$ cat config.mk
export PLATFORM = sky130hd
export DESIGN_NAME = tvh_front_flat
export DESIGN_NICKNAME = d
export VERILOG_FILES = /design/src/design/tvh_pkg.sv /design/src/design/tvh_feed_if.sv /design/src/design/tvh_front.sv /design/src/flat_wrapper.sv
export SDC_FILE = /design/constraint.sdc
export NUM_CORES = 1
export LEC_CHECK = 0
export ABC_AREA = 1
export BUFFER_PORTS_ARGS = -buffer_cell sky130_fd_sc_hd__buf_2
export CAP_MARGIN = 5
export CELL_PAD_IN_SITES_DETAIL_PLACEMENT = 2
export CELL_PAD_IN_SITES_GLOBAL_PLACEMENT = 2
export CORE_UTILIZATION = 37
export DETAILED_ROUTE_END_ITERATION = 8
export GPL_TIMING_DRIVEN = 0
export HOLD_SLACK_MARGIN = 0.08
export PLACE_DENSITY_LB_ADDON = 0.1
export SLEW_MARGIN = 20
export SYNTH_ARGS = -nofsm -noshare
export SYNTH_HDL_FRONTEND = slang
export SYNTH_SLANG_ARGS = --single-unit
export TNS_END_PERCENT = 5
$ cat constraint.sdc
create_clock -name clk -period 2 [get_ports clk]
set_input_delay 0.2 -clock clk [delete_from_list [all_inputs] [get_ports clk]]
set_output_delay 0.2 -clock clk [all_outputs]
set_load 0.02 [all_outputs]
$ cat src/design/tvh_pkg.sv
// Shared types, constants and a helper function of the three-variant hash.
package tvh_pkg;

  typedef struct packed {
    logic       op;
    logic [7:0] data_byte;
  } item_t;

  localparam logic OP_ABSORB = 1'b0;
  localparam logic OP_FINISH = 1'b1;

  localparam logic [1:0] VAR_F = 2'd0;
  localparam logic [1:0] VAR_G = 2'd1;
  localparam logic [1:0] VAR_H = 2'd2;

  localparam logic [1:0] MODE_BUF  = 2'd0;
  localparam logic [1:0] MODE_PAD  = 2'd1;
  localparam logic [1:0] MODE_TAIL = 2'd2;

  localparam int BLOCK_BYTES = 80;
  localparam int BLOCK_WORDS = 20;
  localparam int ROUNDS      = 70;
  localparam int WIN_DEPTH   = 31;

  localparam logic [31:0] CARRY_HIGH_INIT = 32'h6F2DEC53;
  localparam logic [31:0] CARRY_LOW_INIT  = 32'hA4523B59;

  localparam logic [31:0] CHAIN_INIT [8] = '{
    32'hFE826539, 32'h93634602, 32'h4EF3D23A, 32'hCA7F833C,
    32'h70752CF1, 32'hADCBE99E, 32'h104C2B8F, 32'h3923261C
  };

  localparam logic [31:0] ROUND_K [64] = '{
    32'h46E97E9A, 32'h1BCE81B6, 32'hBB8EFFB8, 32'hE4A2353E,
    32'hC07E77EB, 32'hB326E7D7, 32'hEF16CA66, 32'h493D7A1F,
    32'h76A8D32C, 32'h66FE81D1, 32'h5429A7BA, 32'h78EEF40B,
    32'hC69A78B0, 32'hF2C7DEF2, 32'hD09F33E8, 32'h8EDC5D7A,
    32'h8CF9EB54, 32'hEEE27FAD, 32'h67606050, 32'h7F2DD66F,
    32'h1751201E, 32'h9A48010B, 32'h9A2BEE62, 32'h35C7B6A6,
    32'hE7AF1E8E, 32'h00F25B18, 32'h5E9E0445, 32'h9E8666B5,
    32'h8E31E502, 32'h5946572C, 32'h4CCA2155, 32'h7BB503BC,
    32'hAD83A969, 32'hA6D2EB0C, 32'h749F44CB, 32'h60574AA3,
    32'h97B88D86, 32'hEE21E31F, 32'h059DF378, 32'hB9EA645C,
    32'h56727A7B, 32'h50F9EA81, 32'hC8B66202, 32'h54FCEF49,
    32'h657EA0F3, 32'hDB99936C, 32'h3B2687AC, 32'h3141F7CA,
    32'hE0825A6E, 32'hAC89F129, 32'hC9CAF1C8, 32'h0D507859,
    32'h28E068C2, 32'h078AAFC9, 32'hE0EA14D0, 32'hF1631487,
    32'h2DFBC84D, 32'h4E73FAFA, 32'h2455A0CA, 32'hDA4F47DB,
    32'hCCF6D828, 32'h2108321A, 32'h8CFD512F, 32'h9CA7AB20
  };

  function automatic logic [31:0] rol(input logic [31:0] x, input logic [4:0] s);
    logic [5:0] r;
    r = 6'd32 - {1'b0, s};
    return (x << s) | (x >> r);
  endfunction

endpackage

$ cat src/design/tvh_feed_if.sv
// Input channel of the hash: opcode and message byte.
interface tvh_feed_if;
  logic       valid;
  logic       ready;
  logic       op;
  logic [7:0] data_byte;
  modport source (output valid, output op, output data_byte, input ready);
  modport sink (input valid, input op, input data_byte, output ready);
endinterface

$ cat src/design/tvh_front.sv
// Front end: accepts input beats into a short queue for the compression engine.
module tvh_front #(
  parameter int Depth = 4
) (
  input  logic          clk,
  input  logic          rst,
  tvh_feed_if.sink      feed,
  output tvh_pkg::item_t head,
  output logic          head_valid,
  input  logic          pop
);
  localparam int AW = (Depth > 1) ? $clog2(Depth) : 1;
  localparam int CW = $clog2(Depth + 1);

  tvh_pkg::item_t slots [Depth];
  logic [AW-1:0]  wr_ptr;
  logic [AW-1:0]  rd_ptr;
  logic [CW-1:0]  count;
  logic           push;
  logic           take;

  assign feed.ready = (count != CW'(Depth));
  assign push       = feed.valid && feed.ready;
  assign head_valid = (count != '0);
  assign head       = slots[rd_ptr];
  assign take       = pop && head_valid;

  always_ff @(posedge clk) begin
    if (push) begin
      slots[wr_ptr] <= '{op: feed.op, data_byte: feed.data_byte};
    end
  end

  always_ff @(posedge clk) begin
    if (rst) begin
      wr_ptr <= '0;
      rd_ptr <= '0;
      count  <= '0;
    end else begin
      if (push) begin
        wr_ptr <= (wr_ptr == AW'(Depth - 1)) ? '0 : wr_ptr + 1'b1;
      end
      if (take) begin
        rd_ptr <= (rd_ptr == AW'(Depth - 1)) ? '0 : rd_ptr + 1'b1;
      end
      if (push && !take) begin
        count <= count + 1'b1;
      end else if (take && !push) begin
        count <= count - 1'b1;
      end
    end
  end
endmodule

$ cat src/flat_wrapper.sv
// flat-port wrapper written by rule: the top's interface ports become plain ports
module tvh_front_flat 
#(
  parameter int Depth = 4
)
  (clk, rst, head, head_valid, pop, feed_valid, feed_op, feed_data_byte, feed_ready);
  tvh_feed_if feed_i ();
  input  logic clk;
  input  logic rst;
  output tvh_pkg::item_t head;
  output logic head_valid;
  input  logic pop;
  input wire logic [$bits(feed_i.valid)-1:0] feed_valid;
  input wire logic [$bits(feed_i.op)-1:0] feed_op;
  input wire logic [$bits(feed_i.data_byte)-1:0] feed_data_byte;
  output wire logic [$bits(feed_i.ready)-1:0] feed_ready;
  assign feed_i.valid = feed_valid;
  assign feed_i.op = feed_op;
  assign feed_i.data_byte = feed_data_byte;
  assign feed_ready = feed_i.ready;
  tvh_front #(.Depth(Depth)) u_core (.clk(clk), .rst(rst), .feed(feed_i), .head(head), .head_valid(head_valid), .pop(pop));
endmodule
==> metrics.md <==
| Metric | Value |
|---|---|
| CTS root buffer | clkbuf_8 |
| Vias | around 1,200 |
| R2R setup slack | 0.16 ns |
| Worst hold slack | approximately 0.11 ns |
| Share of the synthesized area in the top cell type | 0.583 |
| Final setup vio count | 0 |
| Synth top cells by count | 36 x edfxtp_1, 34 x nor2_1, 17 x o21ai_0, 15 x inv_1, 10 x nand2_1 |
| Buffers from clock root to sink, at most | 2 |
| Number of flops mapped to enable cells by yosys | 36 |
| Slew headroom | 0.370 |
| CTS tree | done |
| Nets | 206 |
| Least-Margin Pin Slew | 0.941 ns |
| Synthesis Warnings | 0 |
| Post-route DRC | 0 |
| Reg2Reg Capture Point | u_core.count[2] |
| Dpl cell area | 2050 µm² |
| Yosys cell types | 20 |
| Worst Skew | 0.00870 ns |
| Via density | 4.90 |
| Layout cells sized above 1 | 0.219 |
| H-tree depth | 2 |
| Iteration-0 DRC Markers | 48 |
| Setup TNS | 0 ns |
| Global-route usage over all layers | 0.193 |
| Most area-hungry cell type in the Yosys netlist | edfxtp_1 |
| Critical R2R Launch | u_core.count[0] |
| Worst EP arrival | 2.04 ns |
| Cell area after synthesis | 1850 µm² |
| Initial antenna violation count | 0 |
| Final Hold Fails | 0 |
| Seq/Total Area, Yosys | 0.681 |
| Non-filler cells, final | roughly 250 |
| P&R area growth vs syn | 16.1% |
| Synthesized instance count | 155 |
| Chip height | 72.8 µm |
| Async set-reset flop share out of synthesis | 0 |
| CP Data Required Time | 2.20 ns |
| Finished Cell Area | 2150 µm² |
| Die X | 72.8 µm |
| Status | completed |
| Max Clock Freq | 543 MHz |
| Final Max Tran Viols | 0 |
| Final estimated routing congestion in global placement | 0.730 |
| R2R cell count | 13 |
| Tcrit/Tclk final | 0.921 |
| Ports | 24 |
| Most numerous cell in the Yosys netlist | edfxtp_1 |
| PortBufs | 23 |
| GR Overflow Total | 0 |
| Vias in the first global route | 1,392 |
| Placed Cells incl. Taps | 245 |
| Worst hold stages | 1 |
| Pin count of the biggest net entering global routing | 14 |
| Wire length per cell | 17.4 µm |
| Worst VDD drop | 0.467 mV |
| Drt pass-1 iters | 4 |
| Core Box Area | 4790 µm² |
| Overall routed net length | ~4400 µm |
| RSZ-0062 raised after global routing | no |
| Num CTS Buffers | 5 |
| Ranking of synthesized cells by area | edfxtp_1 58%, dfxtp_1 9.7%, nor2_1 6.9%, o21ai_0 4.6%, ha_1 4.1% |
| First-pass GRT wire length | 7170 µm |
| Post-detailed-route count of antenna-violating nets | 0 |
| Cell Pwr Density | 1340 nW/µm² |
| Avg Inst Size Synth | ~12 µm² |
| Hold path start | feed_data_byte[0] |
| Hold Path Class | in -> reg |
| Critical Path Fanout Max | 7 |
| Detailed Place HPWL | between 2000 and 3000 µm |
| Number of max-cap violations | 0 |
| Syn Nets | 175 |
| Ys flop type | edfxtp_1 |
| Leak Pwr | 0.837 nW |
| Worst-Skew Late Latency | 0.30 ns |
| Period minus WS final | 1.84 ns |
| # clock sinks | 45 |
| Floorplan row count | 25 |
| Worst Setup Start Kind | register |
| Hold Path Sink | u_core.slots[0][0] |
| Critical path class | reg -> reg |
| Synthesized flop and latch total | 45 |
| Initial Utilization | 0.387 |
| Setup crit end kind | register |
| Die area | 5300 µm² |
| Clock transition at the registers of the reported paths | 0.09 ns |
| Ant diodes | 0 |
how the worst max path moves through the flow:
stage	start	to	slack, ns	cells after the start
2_1_floorplan	u_core.count[0]	u_core.count[1]	0.27	9
3_3_place_gp	u_core.count[0]	u_core.slots[3][6]	0.19	4
3_5_place_dp	u_core.count[0]	u_core.count[1]	0.07	9
4_1_cts	u_core.count[0]	u_core.count[1]	0.06	9
5_1_grt	u_core.count[0]	u_core.count[2]	0.01	12
6_report	u_core.count[0]	u_core.count[2]	0.16	13
metrics by stage:
stage	utilization	worst slack, ns	power, W
2_1_floorplan	-	0.275	0.00196
3_3_place_gp	0.429	0.194	0.00225
3_5_place_dp	0.429	0.0707	0.00234
4_1_cts	0.448	0.0628	0.00291
5_1_grt	0.450	0.00993	0.00305
6_report	0.450	0.159	0.00288
report_power, final:
group / internal (W) / switching, W
Sequential: 0.00116 / 0.0000989
Combinational: 0.000357 / 0.000703
Clock: 0.000243 / 0.000317
timing repair:
| action | in CTS | in global routing |
|---|---|---|
| resized for setup | 0 | 3 |
| hold buffers | 1 | 0 |
| buffers inserted | 0 | 0 |
| hold endpoints to repair | 1 | 0 |
| setup endpoints to repair | 0 | 2 |
state kept, by name, indices dropped and copies added, names as in the netlist, named ones only:
register       cells
u_core.rd_ptr      2
u_core.wr_ptr      2
u_core.slots      36
u_core.count       3
worst max-delay path, cell delays in order (launching register included):
cell	delay, ns
dfxtp_2	0.39
nor2_4	0.06
nand2_2	0.10
nand2_4	0.08
inv_1	0.08
ha_1	0.17
inv_1	0.07
fa_1	0.38
inv_1	0.06
nand2_1	0.07
nand3_1	0.09
nand2_1	0.07
inv_1	0.06
nor2_1	0.04
placed cells by master (no fill, tap or decap), drive strengths merged:
cell,n
o21ai,19
clkbuf,6
clkinv,2
ha,6
o22ai,9
nand3,1
xor2,1
dlygate4sd3,1
fa,1
nand2,14
inv,16
a21oi,2
nand4,1
dfxtp,9
nand3b,2
buf,26
nor2,35
edfxtp,36
routing by layer:
layer  track usage  share of wire  up-vias
met3        0.0442          0.035        6
met5             0              0        -
met1         0.216           0.41      617
met2         0.352           0.54       26
met4        0.0784          0.018        0
li1              -              -      595
cell type report:
type | instances | area [µm²]
fill | 514 | 2630
multi-input combinational | 91 | 498
clock inverter | 2 | 10.0
tap | 67 | 83.8
buffer | 3 | 33.8
timing repair buffer | 24 | 125
clock buffer | 6 | 72.6
sequential | 45 | 1260
inverter | 16 | 65.1
logic make-up (layout without fill, tap and decap cells):
group	count (synthesis)	in the layout	share of synthesized area
compound gates	30	30	0.0871
xor+xnor	1	1	0.00473
buf+inv	19	51	0.0533
flops	45	45	0.681
fa+ha+maj	7	7	0.0513
simple gates	53	53	0.123
No activity file was read; power rests on OpenSTA's default activity.
